**src/design/sct_pkg.sv**
```systemverilog
// Shared types and constants of the cooperative task scheduler.
// Used by the slot cell, the divide-by-ten unit and the top level.
`default_nettype none

package sct_pkg;

  // Request opcodes
  localparam logic [1:0] OP_ADD  = 2'd0;
  localparam logic [1:0] OP_TICK = 2'd1;
  localparam logic [1:0] OP_DISP = 2'd2;
  localparam logic [1:0] OP_DEL  = 2'd3;

  // Result kinds
  localparam logic [1:0] KIND_ADD  = 2'd0;
  localparam logic [1:0] KIND_RUN  = 2'd1;
  localparam logic [1:0] KIND_DEL  = 2'd2;
  localparam logic [1:0] KIND_NONE = 2'd3;

  localparam int TASK_W     = 8;
  localparam int MS_W       = 32;
  localparam int HALF_W     = MS_W / 2;
  localparam int TICK_W     = 29;
  localparam int TICK_DIV   = 10;
  // x / 10 == (x * ceil(2^35 / 10)) >> 35 for every 32-bit x
  localparam logic [MS_W-1:0] DIV10_RECIP = 32'hCCCC_CCCD;
  localparam int DIV10_SHIFT = 35;
  localparam int PEND_W     = 8;
  localparam logic [PEND_W-1:0] PEND_MAX = 8'hFF;
  localparam int RESULT_CAP = 8;
  localparam int RES_CNT_W  = $clog2(RESULT_CAP + 1);

  typedef struct packed {
    logic              used;
    logic [TASK_W-1:0] task_id;
    logic [TICK_W-1:0] dly;
    logic [TICK_W-1:0] per;
    logic [PEND_W-1:0] pend;
  } sct_slot_t;

  // Per-cell command from the sequencer
  typedef struct packed {
    logic tick;
    logic load;
    logic take_next;
    logic dec;
  } sct_cmd_t;

endpackage

`default_nettype wire

```
**src/design/sct_div10.sv**
```systemverilog
// Divide-by-ten by reciprocal multiplication, two pipeline stages after go.
// Depends on sct_pkg for widths, the reciprocal and the shift.
`default_nettype none

module sct_div10
  import sct_pkg::*;
(
  input  wire logic              clk,
  input  wire logic              rst_n,
  input  wire logic              go,
  input  wire logic [MS_W-1:0]   dividend,
  output logic                   done,
  output logic [TICK_W-1:0]      quotient
);

  localparam int PP_W = MS_W + HALF_W;

  logic [MS_W-1:0]   x_r, x_nxt;
  logic [PP_W-1:0]   lo_r, lo_nxt;
  logic [PP_W-1:0]   hi_r, hi_nxt;
  logic [TICK_W-1:0] q_r, q_nxt;
  logic              s1_r, s2_r, done_r;
  logic [2*MS_W-1:0] prod;

  assign x_nxt  = go ? dividend : x_r;
  // split the reciprocal in halves: two narrow partial products
  assign lo_nxt = {{HALF_W{1'b0}}, x_r} * {{MS_W{1'b0}}, DIV10_RECIP[HALF_W-1:0]};
  assign hi_nxt = {{HALF_W{1'b0}}, x_r} * {{MS_W{1'b0}}, DIV10_RECIP[MS_W-1:HALF_W]};
  assign prod   = {{(2*MS_W-PP_W){1'b0}}, lo_r} + {hi_r, {HALF_W{1'b0}}};
  assign q_nxt  = prod[DIV10_SHIFT +: TICK_W];

  always_ff @(posedge clk) begin
    if (!rst_n) begin
      s1_r   <= 1'b0;
      s2_r   <= 1'b0;
      done_r <= 1'b0;
    end else begin
      s1_r   <= go;
      s2_r   <= s1_r;
      done_r <= s2_r;
    end
  end

  always_ff @(posedge clk) begin
    x_r  <= x_nxt;
    lo_r <= lo_nxt;
    hi_r <= hi_nxt;
    q_r  <= q_nxt;
  end

  assign done     = done_r;
  assign quotient = q_r;

endmodule

`default_nettype wire

```
**src/design/sct_cell.sv**
```systemverilog
// One task slot of the scheduler chain: ticks on its own, loads, decrements
// its pending count, or takes over its right-hand neighbour on a removal.
// Depends on sct_pkg for the slot and command types.
`default_nettype none

module sct_cell
  import sct_pkg::*;
(
  input  wire logic  clk,
  input  wire logic  rst_n,
  input  sct_cmd_t   cmd_i,
  input  sct_slot_t  new_i,
  input  sct_slot_t  next_i,
  output sct_slot_t  slot_o
);

  logic              used_r, used_nxt;
  logic [TASK_W-1:0] task_r, task_nxt;
  logic [TICK_W-1:0] dly_r, dly_nxt;
  logic [TICK_W-1:0] per_r, per_nxt;
  logic [PEND_W-1:0] pend_r, pend_nxt;

  always_comb begin
    used_nxt = used_r;
    task_nxt = task_r;
    dly_nxt  = dly_r;
    per_nxt  = per_r;
    pend_nxt = pend_r;
    if (cmd_i.take_next) begin
      used_nxt = next_i.used;
      task_nxt = next_i.task_id;
      dly_nxt  = next_i.dly;
      per_nxt  = next_i.per;
      pend_nxt = next_i.pend;
    end else if (cmd_i.load) begin
      used_nxt = new_i.used;
      task_nxt = new_i.task_id;
      dly_nxt  = new_i.dly;
      per_nxt  = new_i.per;
      pend_nxt = new_i.pend;
    end else if (cmd_i.dec) begin
      pend_nxt = pend_r - PEND_W'(1);
    end else if (cmd_i.tick && used_r) begin
      if (dly_r != '0) begin
        dly_nxt = dly_r - TICK_W'(1);
      end else begin
        // due: add a pending run (saturating) and reload
        if (pend_r != PEND_MAX) pend_nxt = pend_r + PEND_W'(1);
        dly_nxt = per_r;
      end
    end
  end

  always_ff @(posedge clk) begin
    if (!rst_n) begin
      used_r <= 1'b0;
    end else begin
      used_r <= used_nxt;
    end
  end

  always_ff @(posedge clk) begin
    task_r <= task_nxt;
    dly_r  <= dly_nxt;
    per_r  <= per_nxt;
    pend_r <= pend_nxt;
  end

  assign slot_o = '{used: used_r, task_id: task_r, dly: dly_r, per: per_r, pend: pend_r};

endmodule

`default_nettype wire

```
**src/design/cooperative_task_scheduler.sv**
```systemverilog
// Cooperative task scheduler: a chain of MAX_TASKS slot cells in insertion
// order. A tick gives no result. An add holds busy while the two-stage
// reciprocal multiply turns milliseconds into ticks, and its reply is
// strobed in the cycle busy drops; an add to a full table replies without
// going busy. Dispatch and delete walk the chain one slot per cycle through
// a shared head compare. Results appear one per cycle on out_strobe and
// cannot be held off; a dispatch may leave gaps between them.
// Depends on sct_pkg, sct_cell and sct_div10.
`default_nettype none

module cooperative_task_scheduler
  import sct_pkg::*;
#(
  parameter int MAX_TASKS = 8,
  parameter int ID_BITS   = 8
) (
  input  wire logic              clk,
  input  wire logic              rst_n,
  input  wire logic              start,
  output logic                   busy,
  input  wire logic [1:0]        in_opcode,
  input  wire logic [TASK_W-1:0] in_task_id,
  input  wire logic [MS_W-1:0]   in_delay_ms,
  input  wire logic [MS_W-1:0]   in_period_ms,
  output logic                   out_strobe,
  output logic [1:0]             out_kind,
  output logic [TASK_W-1:0]      out_task_id_out,
  output logic                   out_ok,
  output logic                   out_last
);

  localparam int CW = $clog2(MAX_TASKS + 1);
  localparam int IW = (MAX_TASKS > 1) ? $clog2(MAX_TASKS) : 1;
  localparam logic [TASK_W-1:0] IdMask =
    (ID_BITS >= TASK_W) ? {TASK_W{1'b1}} : TASK_W'((64'd1 << ID_BITS) - 64'd1);

  localparam logic [1:0] ST_IDLE = 2'd0;
  localparam logic [1:0] ST_DIV  = 2'd1;
  localparam logic [1:0] ST_DISP = 2'd2;
  localparam logic [1:0] ST_DEL  = 2'd3;

  logic [1:0]           state_r, state_nxt;
  logic [CW-1:0]        count_r, count_nxt;
  logic [CW-1:0]        ptr_r, ptr_nxt;
  logic [RES_CNT_W-1:0] nres_r, nres_nxt;
  logic                 hold_v_r, hold_v_nxt;
  logic [TASK_W-1:0]    hold_id_r, hold_id_nxt;
  logic [TASK_W-1:0]    id_r, id_nxt;

  logic                 strobe_r, strobe_nxt;
  logic [1:0]           kind_r, kind_nxt;
  logic [TASK_W-1:0]    oid_r, oid_nxt;
  logic                 ok_r, ok_nxt;
  logic                 last_r, last_nxt;

  logic                 accept;
  logic [TASK_W-1:0]    in_id;
  logic                 tick_en, load_en, dec_en, rm_en, div_go;
  logic                 div_d_done, div_p_done;
  logic [TICK_W-1:0]    q_dly, q_per;
  logic                 in_range;

  sct_slot_t            slots [MAX_TASKS];
  sct_cmd_t             cmds  [MAX_TASKS];
  sct_slot_t            new_slot;
  sct_slot_t            cur;
  logic [MAX_TASKS-1:0] used_vec;

  assign busy     = (state_r != ST_IDLE);
  assign accept   = start && !busy;
  assign in_id    = in_task_id & IdMask;
  assign in_range = ptr_r < count_r;
  assign cur      = slots[ptr_r[IW-1:0]];
  assign new_slot = '{used: 1'b1, task_id: id_r, dly: q_dly, per: q_per, pend: '0};

  sct_div10 u_div_dly (
    .clk      (clk),
    .rst_n    (rst_n),
    .go       (div_go),
    .dividend (in_delay_ms),
    .done     (div_d_done),
    .quotient (q_dly)
  );

  sct_div10 u_div_per (
    .clk      (clk),
    .rst_n    (rst_n),
    .go       (div_go),
    .dividend (in_period_ms),
    .done     (div_p_done),
    .quotient (q_per)
  );

  for (genvar j = 0; j < MAX_TASKS; j++) begin : g_cell
    sct_slot_t next_slot;

    if (j < MAX_TASKS - 1) begin : g_mid
      assign next_slot = slots[j+1];
    end else begin : g_end
      assign next_slot = '0;
    end

    assign cmds[j].tick      = tick_en;
    assign cmds[j].load      = load_en && (count_r == CW'(j));
    assign cmds[j].take_next = rm_en && (ptr_r <= CW'(j));
    assign cmds[j].dec       = dec_en && (ptr_r == CW'(j));
    assign used_vec[j]       = slots[j].used;

    sct_cell u_cell (
      .clk    (clk),
      .rst_n  (rst_n),
      .cmd_i  (cmds[j]),
      .new_i  (new_slot),
      .next_i (next_slot),
      .slot_o (slots[j])
    );
  end

  always_comb begin
    state_nxt   = state_r;
    count_nxt   = count_r;
    ptr_nxt     = ptr_r;
    nres_nxt    = nres_r;
    hold_v_nxt  = hold_v_r;
    hold_id_nxt = hold_id_r;
    id_nxt      = id_r;
    strobe_nxt  = 1'b0;
    kind_nxt    = kind_r;
    oid_nxt     = oid_r;
    ok_nxt      = ok_r;
    last_nxt    = last_r;
    tick_en     = 1'b0;
    load_en     = 1'b0;
    dec_en      = 1'b0;
    rm_en       = 1'b0;
    div_go      = 1'b0;

    case (state_r)
      ST_IDLE: begin
        if (accept) begin
          case (in_opcode)
            OP_ADD: begin
              if (count_r == CW'(MAX_TASKS)) begin
                strobe_nxt = 1'b1;
                kind_nxt   = KIND_ADD;
                oid_nxt    = in_id;
                ok_nxt     = 1'b0;
                last_nxt   = 1'b1;
              end else begin
                div_go    = 1'b1;
                id_nxt    = in_id;
                state_nxt = ST_DIV;
              end
            end
            OP_TICK: tick_en = 1'b1;
            OP_DISP: begin
              ptr_nxt    = '0;
              nres_nxt   = '0;
              hold_v_nxt = 1'b0;
              state_nxt  = ST_DISP;
            end
            OP_DEL: begin
              ptr_nxt   = '0;
              id_nxt    = in_id;
              state_nxt = ST_DEL;
            end
            default: state_nxt = ST_IDLE;
          endcase
        end
      end

      ST_DIV: begin
        if (div_d_done && div_p_done) begin
          load_en    = 1'b1;
          count_nxt  = count_r + CW'(1);
          strobe_nxt = 1'b1;
          kind_nxt   = KIND_ADD;
          oid_nxt    = id_r;
          ok_nxt     = 1'b1;
          last_nxt   = 1'b1;
          state_nxt  = ST_IDLE;
        end
      end

      ST_DISP: begin
        if (!in_range || nres_r == RES_CNT_W'(RESULT_CAP)) begin
          // flush the held run as the final result, or report nothing ready
          strobe_nxt = 1'b1;
          kind_nxt   = hold_v_r ? KIND_RUN : KIND_NONE;
          oid_nxt    = hold_v_r ? hold_id_r : '0;
          ok_nxt     = 1'b0;
          last_nxt   = 1'b1;
          state_nxt  = ST_IDLE;
        end else if (cur.pend != '0) begin
          // hold this run back one step so the last one can be marked
          if (hold_v_r) begin
            strobe_nxt = 1'b1;
            kind_nxt   = KIND_RUN;
            oid_nxt    = hold_id_r;
            ok_nxt     = 1'b0;
            last_nxt   = 1'b0;
          end
          hold_v_nxt  = 1'b1;
          hold_id_nxt = cur.task_id;
          nres_nxt    = nres_r + RES_CNT_W'(1);
          if (cur.per == '0) begin
            rm_en     = 1'b1;
            count_nxt = count_r - CW'(1);
          end else begin
            dec_en  = 1'b1;
            ptr_nxt = ptr_r + CW'(1);
          end
        end else begin
          ptr_nxt = ptr_r + CW'(1);
        end
      end

      ST_DEL: begin
        if (!in_range) begin
          strobe_nxt = 1'b1;
          kind_nxt   = KIND_DEL;
          oid_nxt    = id_r;
          ok_nxt     = 1'b0;
          last_nxt   = 1'b1;
          state_nxt  = ST_IDLE;
        end else if (cur.task_id == id_r) begin
          rm_en      = 1'b1;
          count_nxt  = count_r - CW'(1);
          strobe_nxt = 1'b1;
          kind_nxt   = KIND_DEL;
          oid_nxt    = id_r;
          ok_nxt     = 1'b1;
          last_nxt   = 1'b1;
          state_nxt  = ST_IDLE;
        end else begin
          ptr_nxt = ptr_r + CW'(1);
        end
      end

      default: state_nxt = ST_IDLE;
    endcase
  end

  always_ff @(posedge clk) begin
    if (!rst_n) begin
      state_r  <= ST_IDLE;
      count_r  <= '0;
      hold_v_r <= 1'b0;
      strobe_r <= 1'b0;
    end else begin
      state_r  <= state_nxt;
      count_r  <= count_nxt;
      hold_v_r <= hold_v_nxt;
      strobe_r <= strobe_nxt;
    end
  end

  always_ff @(posedge clk) begin
    ptr_r     <= ptr_nxt;
    nres_r    <= nres_nxt;
    hold_id_r <= hold_id_nxt;
    id_r      <= id_nxt;
    kind_r    <= kind_nxt;
    oid_r     <= oid_nxt;
    ok_r      <= ok_nxt;
    last_r    <= last_nxt;
  end

  assign out_strobe      = strobe_r;
  assign out_kind        = kind_r;
  assign out_task_id_out = oid_r;
  assign out_ok          = ok_r;
  assign out_last        = last_r;

  // Every request that occupies the block ends with its final result.
  a_fin_last: assert property (@(posedge clk) disable iff (!rst_n)
    $past(rst_n) && $fell(busy) |-> out_strobe && out_last)
    else $error("busy dropped without a final result");

  // The number of occupied cells matches the task count.
  a_used_count: assert property (@(posedge clk) disable iff (!rst_n)
    $countones(used_vec) == count_r)
    else $error("occupied cells disagree with task count");

  a_count_max: assert property (@(posedge clk) disable iff (!rst_n)
    count_r <= CW'(MAX_TASKS))
    else $error("task count beyond table size");

  a_none_last: assert property (@(posedge clk) disable iff (!rst_n)
    out_strobe && out_kind == KIND_NONE |-> out_last && !out_ok)
    else $error("nothing-ready result not final");

endmodule

`default_nettype wire

```
**config.mk**
```make
export PLATFORM = sky130hd
export DESIGN_NAME = cooperative_task_scheduler
export DESIGN_NICKNAME = d
export VERILOG_FILES = /design/src/design/sct_pkg.sv /design/src/design/sct_div10.sv /design/src/design/sct_cell.sv /design/src/design/cooperative_task_scheduler.sv
export SDC_FILE = /design/constraint.sdc
export NUM_CORES = 2
export LEC_CHECK = 0
export BUFFER_PORTS_ARGS = -buffer_cell sky130_fd_sc_hd__buf_4
export CAP_MARGIN = 25
export CELL_PAD_IN_SITES_DETAIL_PLACEMENT = 1
export CELL_PAD_IN_SITES_GLOBAL_PLACEMENT = 1
export CORE_MARGIN = 8
export CORE_UTILIZATION = 49
export DETAILED_ROUTE_END_ITERATION = 10
export PLACE_DENSITY_LB_ADDON = 0.1
export SETUP_SLACK_MARGIN = 0.02
export SYNTH_ARGS = -nofsm -noshare
export SYNTH_HDL_FRONTEND = slang
export SYNTH_HIERARCHICAL = 1
export SYNTH_SLANG_ARGS = --single-unit
export TNS_END_PERCENT = 20
```
**constraint.sdc**
```tcl
create_clock -name clk -period 9.9 [get_ports clk]
set_input_delay 1.98 -clock clk [delete_from_list [all_inputs] [get_ports clk]]
set_output_delay 1.98 -clock clk [all_outputs]
set_load 0.005 [all_outputs]
```
==> metrics <==
outcome finished, final reports clean; Setup Skew 0.0550 ns; CP Capture Point u_div_dly/lo_r[44]; total wire length 264000 µm; CP max FO 9; # port buffers 90; Power, Total 22.3 mW; Final Setup Violations 0; Clk Latency, worst-skew pair 0.78 ns; R2R setup slack 2.98 ns; P per Cell Area 263 nW/µm²; placed inst area 80900 µm²; violation count after the first detailed-routing iteration 5233; Max Slew Vio Count 0; r2r endpoint u_div_dly/lo_r[44]; synthesized instance count 7432; Final Util 53.8%; Initial DRT Pass Iterations 5; Final ANT Viol Nets 0; Tcrit/Tclk final 69.9%; critical path type reg -> reg; # clock sinks 924; RePlAce Congestion 0.938; drt wl/cell 27.0 µm; die height 414 µm; CTS tree done; Hold WC Path Type reg -> reg; grt total ovfl 0; I/O pin count 91; CP Launch Point u_div_dly/x_r[2]; final hold violations 0; RSZ-0062 raised after global routing no; pre-CTS WS 3.06 ns; first-pass GRT wire length 400000 µm; HP Start u_div_per/hi_r[47]; hold_ws 0.422 ns; Inst Count DP 9567; synth warn 6; nets@finish 8942; initial core utilization 49.2%; TritonCTS Buffers 109; Die Outline Area 171000 µm²; fin area 84900 µm²; setup total negative slack 0 ns; Clk pin slew, worst setup/hold paths 0.06 ns; Worst EP required 10.49 ns; core box area 158000 µm²; CTS root buffer clkbuf_16; GRT Overall Usage 30.4%; critical path startpoint category flip-flop; drc violations 0; Final Non-Filler Cells 9777; Vias per Instance 6.14; Max Freq 144 MHz; share of layout cells above drive strength 1 10.9%; Tmin final 6.92 ns; Peak VDD IR 0.232 mV; hold_buf cts 0; slew margin rel. 19.5%; row count 146; CTS Buffer Depth 3; via count 60100; initial antenna violation count 10; largest net degree at the start of global routing 66; Inserted Diodes 0; Reg2Reg Launch Point u_div_dly/x_r[2]; Avg Cell Area, Syn 10.4 µm²; critical path endpoint category flip-flop; # H-tree levels 3; LEAKAGE 35.6 nW; setup ws final 2.98 ns; Worst EP arrival 7.51 ns; cts repair resizes 0; Max Cap Violations 0; vias in the first global route 63800; Setup Fix Bufs, Post-CTS 0; slew at the pin with the worst max-slew slack 1.21 ns; Die W 414 µm; Fillers 17200; area delta synth->final 9.54%; Post-Syn Area 77500 µm²; placed wire-length estimate 207000 µm; R2R depth 19
-- critical path, stage by stage (launching register included) --
cell and delay [ns]:
edfxtp_1 0.59, ha_1 0.47, xor2_1 0.38, ha_1 0.30
inv_1 0.06, fa_1 0.45, fa_1 0.52, inv_1 0.06
fa_1 0.51, fa_1 0.42, ha_1 0.34, a21oi_1 0.22
nand2_1 0.12, a311o_1 0.32, o21ai_0 0.45, o31a_1 0.33
o22ai_1 0.23, o31ai_1 0.45, o21ai_0 0.17, xor2_1 0.38
-- flip-flops by register name (all words and copies together) (netlist names), 4 cells and up --
| register | count |
|---|---|
| hold_id_r | 8 |
| count_r | 4 |
| g_cell.u_cell/used_r | 8 |
| g_cell.u_cell/pend_r | 64 |
| u_div_dly/x_r | 32 |
| u_div_per/hi_r | 45 |
| u_div_per/x_r | 32 |
| u_div_dly/lo_r | 31 |
| u_div_dly/hi_r | 45 |
| u_div_per/quotient | 29 |
| id_r | 8 |
| ptr_r | 4 |
| g_cell.u_cell/task_r | 64 |
| u_div_dly/quotient | 29 |
| u_div_per/lo_r | 31 |
| out_task_id_out | 8 |
| g_cell.u_cell/per_r | 232 |
| g_cell.u_cell/dly_r | 232 |
| nres_r | 4 |
-- report_power, final --
part / internal (mW) / switching [mW]
registers: 4.89 / 0.962
clock network: 2.49 / 1.80
logic: 4.91 / 7.27
total: 12.3 / 10.0
-- area by class of cell --
| type | count | area (µm²) | share of cell area [%] |
|---|---|---|---|
| Clock buffer | 143 | 3080 | 3.63 |
| Clock inverter | 60 | 703 | 0.828 |
| Inverter | 1100 | 4130 | 4.86 |
| Multi-Input combinational cell | 5298 | 47400 | 55.9 |
| Sequential cell | 924 | 25400 | 30.0 |
| Tap cell | 2072 | 2590 | 3.05 |
| Timing Repair Buffer | 180 | 1530 | 1.80 |
-- per-layer routing --
layer	routed length (µm)	GRT usage, %	vias to the layer above
met3	15200	3.93	586
li1	-	-	26800
met1	114000	40.8	30600
met4	12200	11.8	0
met2	123000	50.0	2067
met5	0	0	-
-- cell usage in the layout (no fill, tap or decap), drive strengths merged, types with 180 or more instances in the layout --
cell and instances:
ha 692, nor2 318, nor3 202, nand2 318
o21ai 320, dfxtp 232, xnor2 243, edfxtp 692
a21oi 296, mux2 316, buf 180, inv 1105
fa 560
-- worst min path at each step --
stage	end	slack (ns)	cells past startpoint
after floorplan	u_div_dly/quotient[28]	0.41	1
after global placement	u_div_per/s2_r	0.42	1
after detailed placement	u_div_dly/s2_r	0.43	1
after CTS	u_div_per/quotient[28]	0.44	1
after global routing	u_div_per/quotient[28]	0.45	1
final	u_div_per/quotient[28]	0.42	1
Power figures use the tool's default switching activity.
